`src/rtl/lpm_pkg.sv`:
```
// -----------------------------------------------------------------------------
// lpm_pkg
// Shared widths, codes, item record and helpers for the prefix match table.
// -----------------------------------------------------------------------------
package lpm_pkg;

	localparam int ADDR_W     = 32;
	localparam int LEN_W      = 6;
	localparam int PORT_W     = 3;
	localparam int ENABLE_W   = 8;
	localparam int PORT_COUNT = 8;

	typedef enum logic {
		MODE_ADD    = 1'b0,
		MODE_LOOKUP = 1'b1
	} mode_t;

	// word travelling down the cell chain
	// add:    addr = network, len/port = route, accepted = slot granted
	// lookup: addr = destination, len/port/found = best match so far
	typedef struct packed {
		mode_t               mode;
		logic                accepted;
		logic [ADDR_W-1:0]   addr;
		logic [LEN_W-1:0]    len;
		logic [PORT_W-1:0]   port;
		logic                found;
	} lpm_item_t;

	// all ones in the top len bits; len is at most ADDR_W here
	function automatic logic [ADDR_W-1:0] prefix_mask(input logic [LEN_W-1:0] len);
		prefix_mask = ~({ADDR_W{1'b1}} >> len);
	endfunction

	function automatic logic port_usable(input logic [ENABLE_W-1:0] enable,
			input logic [PORT_W-1:0] port);
		port_usable = (int'(port) < PORT_COUNT) && enable[port];
	endfunction

endpackage

```
`src/rtl/lpm_cell.sv`:
```
// -----------------------------------------------------------------------------
// lpm_cell
// One table slot of the chain: stores a route, claims an add aimed at it,
// and folds its route into every lookup that passes.
// -----------------------------------------------------------------------------
module lpm_cell
	import lpm_pkg::*;
#(
	parameter int INDEX = 0,
	parameter int CW    = 7
) (
	input  logic            clk,
	input  logic            arst_n,
	input  logic            adv,
	input  logic            in_valid,
	input  lpm_item_t       in_item,
	input  logic [CW-1:0]   in_cnt,
	output logic            out_valid,
	output lpm_item_t       out_item,
	output logic [CW-1:0]   out_cnt
);

	logic [ADDR_W-1:0] net_q;
	logic [LEN_W-1:0]  len_q;
	logic [PORT_W-1:0] port_q;

	logic              valid_q;
	lpm_item_t         item_q;
	logic [CW-1:0]     cnt_q;

	logic              live;
	logic              hit;
	logic              wr;
	lpm_item_t         nxt;

	// slot is populated for this word when it was stored before the word entered
	assign live = in_cnt > CW'(INDEX);
	assign hit  = ((in_item.addr ^ net_q) & prefix_mask(len_q)) == '0;
	assign wr   = adv && in_valid && in_item.mode == MODE_ADD && in_item.accepted
		&& in_cnt == CW'(INDEX);

	always_comb begin
		nxt = in_item;
		// later slot is newer, so ties go to it
		if (in_item.mode == MODE_LOOKUP && live && hit
				&& (!in_item.found || len_q >= in_item.len)) begin
			nxt.found = 1'b1;
			nxt.len   = len_q;
			nxt.port  = port_q;
		end
	end

	always_ff @(posedge clk) begin
		if (wr) begin
			net_q  <= in_item.addr;
			len_q  <= in_item.len;
			port_q <= in_item.port;
		end
	end

	always_ff @(posedge clk or negedge arst_n) begin
		if (!arst_n) begin
			valid_q <= 1'b0;
		end else if (adv) begin
			valid_q <= in_valid;
		end
	end

	always_ff @(posedge clk) begin
		if (adv) begin
			item_q <= nxt;
			cnt_q  <= in_cnt;
		end
	end

	assign out_valid = valid_q;
	assign out_item  = item_q;
	assign out_cnt   = cnt_q;

endmodule

```
`config.mk`:
```
export PLATFORM = sky130hd
export DESIGN_NAME = lpm_cell
export DESIGN_NICKNAME = d
export VERILOG_FILES = /design/src/rtl/lpm_pkg.sv /design/src/rtl/lpm_cell.sv
export SDC_FILE = /design/constraint.sdc
export NUM_CORES = 1
export LEC_CHECK = 0
export BUFFER_PORTS_ARGS = -buffer_cell sky130_fd_sc_hd__buf_2
export CELL_PAD_IN_SITES_DETAIL_PLACEMENT = 2
export CELL_PAD_IN_SITES_GLOBAL_PLACEMENT = 2
export CORE_MARGIN = 2
export CORE_UTILIZATION = 32
export CTS_CLUSTER_DIAMETER = 40
export DETAILED_ROUTE_END_ITERATION = 8
export PLACE_DENSITY = 0.86
export SYNTH_ARGS = -nofsm -noshare
export SYNTH_HDL_FRONTEND = slang
export SYNTH_SLANG_ARGS = --single-unit
```
`constraint.sdc`:
```
create_clock -name clk -period 2.75 [get_ports clk]
set_input_delay 0.1375 -clock clk [delete_from_list [all_inputs] [get_ports clk]]
set_output_delay 0.1375 -clock clk [all_outputs]
set_load 0.02 [all_outputs]
```
==> flow_summary.rst <==
.. list-table::
   :header-rows: 1

   * - Metric
     - Value
   * - Worst path required time
     - 2860 ps
   * - Longest Clk Path Bufs
     - 2
   * - I/O Buffers
     - around 110
   * - Initial core utilization
     - 0.326
   * - Post-placement worst setup slack
     - -83.9 ps
   * - Total number of yosys warnings
     - 0
   * - RD Place Congestion
     - just under 0.8
   * - Fraction of final layout cells with drive strength greater than 1
     - 0.424
   * - Router iterations before antenna repair
     - 4
   * - DR vias
     - 2756
   * - Source-to-sink clock delay at the later pin of the worst-skew pair
     - 350 ps
   * - Post-Synthesis Mean Instance Area
     - around 16 um^2
   * - Sequential share of the synthesized area
     - 0.716
   * - Setup repair after global routing missed its margin
     - yes
   * - Die width
     - between 100 and 150 um
   * - Run status
     - finished with violations
   * - Root buffer cell
     - clkbuf_16
   * - Crit path DAT
     - roughly 2900 ps
   * - Worst IR Drop VDD
     - 0.283 mV
   * - Type of the tightest min-delay check
     - in -> reg
   * - Remaining global-route overflow
     - 0
   * - Final period utilization
     - 1.01
   * - Final routed DRC violation total
     - 0
   * - Post-synth design cell area
     - between 3000 and 4000 um^2
   * - Die span in y
     - 114 um
   * - Worst hold slack after final layout
     - ~9.2 ps
   * - Hold depth
     - 1
   * - Power density normalized to cell area
     - 581 nW/um^2
   * - Number of antenna violations at the first check in global routing
     - 0
   * - Launching element type of the critical path
     - flip-flop
   * - TritonCTS clock tree
     - done
   * - Peak clock frequency supported by timing
     - ~360 MHz
   * - Actual transition at the worst max-transition pin
     - around 680 ps
   * - Startpoint-to-endpoint class of the critical path
     - reg -> reg
   * - Number of synthesized flops with an enable pin
     - between 90 and 100
   * - Maximum number of pins on one net before global-route repair
     - 53
   * - Worst reg2reg path depth
     - 9
   * - Main flop type after synthesis
     - edfxtp_1
   * - Fraction of registers with async set/reset
     - 0.0108
   * - Launch point of the worst path
     - len_q[5]
   * - Net count after synthesis
     - 309
   * - Minimum period implied by the final worst setup slack
     - approximately 2800 ps
   * - Number of global-route vias before repair
     - around 3k
   * - Count of state elements after synthesis
     - 93
   * - Final core utilization
     - 0.451
   * - Critical Path Sink Type
     - flip-flop
   * - Commonest non-fill, non-tap cell in the layout
     - buf_2
   * - Max transition margin
     - 0.548
   * - Reg2Reg Launch Point
     - len_q[5]
   * - Smallest setup slack after layout
     - -33.4 ps
   * - Ant diodes
     - 0
   * - Max Cap Viol
     - 0
   * - Number of clock sinks seen by CTS
     - a little over 90
   * - Ports
     - approximately 110
   * - Number of distinct library cell variants in the gate-level netlist after synthesis
     - 43
   * - Overall die area
     - about 13000 um^2
   * - Final WL
     - between 10000 and 15000 um
   * - Total clock buffers created by CTS
     - 9
   * - Overall Global Routing Usage
     - 0.179
   * - Number of nets in the final layout
     - between 400 and 500
   * - Min-Delay Startpoint
     - in_item[41]
   * - Signed area change from the synthesized netlist to the final layout
     - 38.5%
   * - Avg WL per Cell
     - 20.5 um
   * - Floorplan core area
     - about 12000 um^2
   * - CTS clk-pin slew, worst paths
     - roughly 70 ps
   * - Sum of net half-perimeters after detailed placement
     - a little over 7000 um
   * - Fin. max-slew vios
     - 0
   * - Commonest cells after routing, fill and taps aside
     - 106 x buf_2, 92 x edfxtp_1, 26 x dlygate4sd3_1, 25 x buf_4, 19 x xnor2_1
   * - Clock H-tree levels
     - 3
   * - Final setup violating endpoints
     - 8
   * - Clk_skew
     - between 8 and 9 ps
   * - DRC violation total after the first TritonRoute iteration
     - between 150 and 200
   * - Rows
     - 40
   * - Fin. Hold Viols
     - 0
   * - Synthesized instance count
     - around 250
   * - Failing checks
     - setup timing
   * - Static leakage power
     - just over 2 nW
   * - Worst Path Max Fanout
     - 5
   * - Global-route wire length before repair
     - between 15000 and 20000 um
   * - Vias per cell
     - 4.89
   * - Post-DRT Antenna Nets
     - 0
through the flow:
step	TNS, ps	instances	power (mW)	instance area [um^2]
4_1_cts	0	557	3.16	5290
3_3_place_gp	0	506	1.96	4680
6_report	-178	564	3.13	5390
5_1_grt	-957	564	3.24	5390
2_1_floorplan	0	248	1.81	3910
3_5_place_dp	-587	506	1.97	4680
area by class of cell:
type	count	area, um^2
inverter	10	37.5
timing repair buffer	159	1000
multi-input combinational	139	1110
clock buffer	9	225
clock inverter	7	42.5
tap	147	184
fill	1179	6570
sequential	93	2790
logic make-up (layout without fill, tap and decap cells):
| logic type | after synthesis | in the layout | share of synthesized area |
|---|---|---|---|
| buffers and inverters | 17 | 185 | 0.0193 |
| adder cells (fa/ha/maj) | 6 | 6 | 0.0193 |
| AO/OA/AOI/OAI | 46 | 46 | 0.0842 |
| AND/OR/NAND/NOR | 45 | 46 | 0.0627 |
| multiplexers | 9 | 9 | 0.0267 |
| flip-flops | 93 | 93 | 0.716 |
| XOR/XNOR | 32 | 32 | 0.0720 |
what timing repair did:
item / in CTS / in global routing
buffers inserted: 9 / 6
resized for setup: 4 / 11
setup endpoints to repair: 9 / 9
hold buffers: 25 / 1
pin swaps: 3 / 9
cloned: 1 / 0
hold endpoints to repair: 32 / 1
worst max-delay path, stage by stage (launching register included):
cell,delay (ps)
edfxtp_1,490
buf_6,180
nor3_4,220
buf_4,160
a22oi_1,80
or4_4,550
a2111oi_4,190
buf_4,210
nand3_4,130
mux2_4,320
power breakdown:
group          switching, mW  internal [mW]
logic                  0.204          0.128
clock network          0.552          0.606
registers             0.0172           1.63
synth_stat cells, types with 2 or more instances:
master	instances	area, um^2
o21a_1	2	15.0
nand2_1	15	56.3
nor4_1	3	18.8
nor3_1	4	20.0
or2_2	2	12.5
o21ai_0	10	50.1
ha_1	6	75.1
or4_4	2	22.5
xor2_1	13	114
a21oi_1	16	80.1
nor2_1	10	37.5
xnor2_1	19	166
a2111oi_4	2	55.1
a31oi_1	2	12.5
inv_1	10	37.5
buf_2	3	15.0
mux2_2	7	78.8
clkbuf_1	3	11.3
edfxtp_1	92	2760
nand3_1	4	20.0
per-layer routing:
layer	track usage	vias to the layer above	wire [um]	part of all wire
met5	0	-	0	0
met2	0.314	93	6020	0.52
met1	0.209	1383	4690	0.41
met4	0.0593	0	300	0.026
li1	-	1261	-	-
met3	0.0556	19	524	0.045
flip-flops by register name (all words and copies together) (netlist names):
| register | count |
|---|---|
| len_q | 6 |
| net_q | 32 |
| out_cnt | 7 |
| out_item | 44 |
| out_valid | 1 |
| port_q | 3 |
final timing paths:
| kind | to | slack [ps] |
|---|---|---|
| worst min register to register | out_valid | 550 |
| worst min-delay path | out_item[41] | 9 |
| worst max register to register | out_item[7] | -30 |
| min in group asynchronous | out_valid | 90 |
| max in group asynchronous | out_valid | 2580 |
| worst max-delay path | out_item[7] | -30 |
Note: power is estimated with default switching activity, not from simulation.
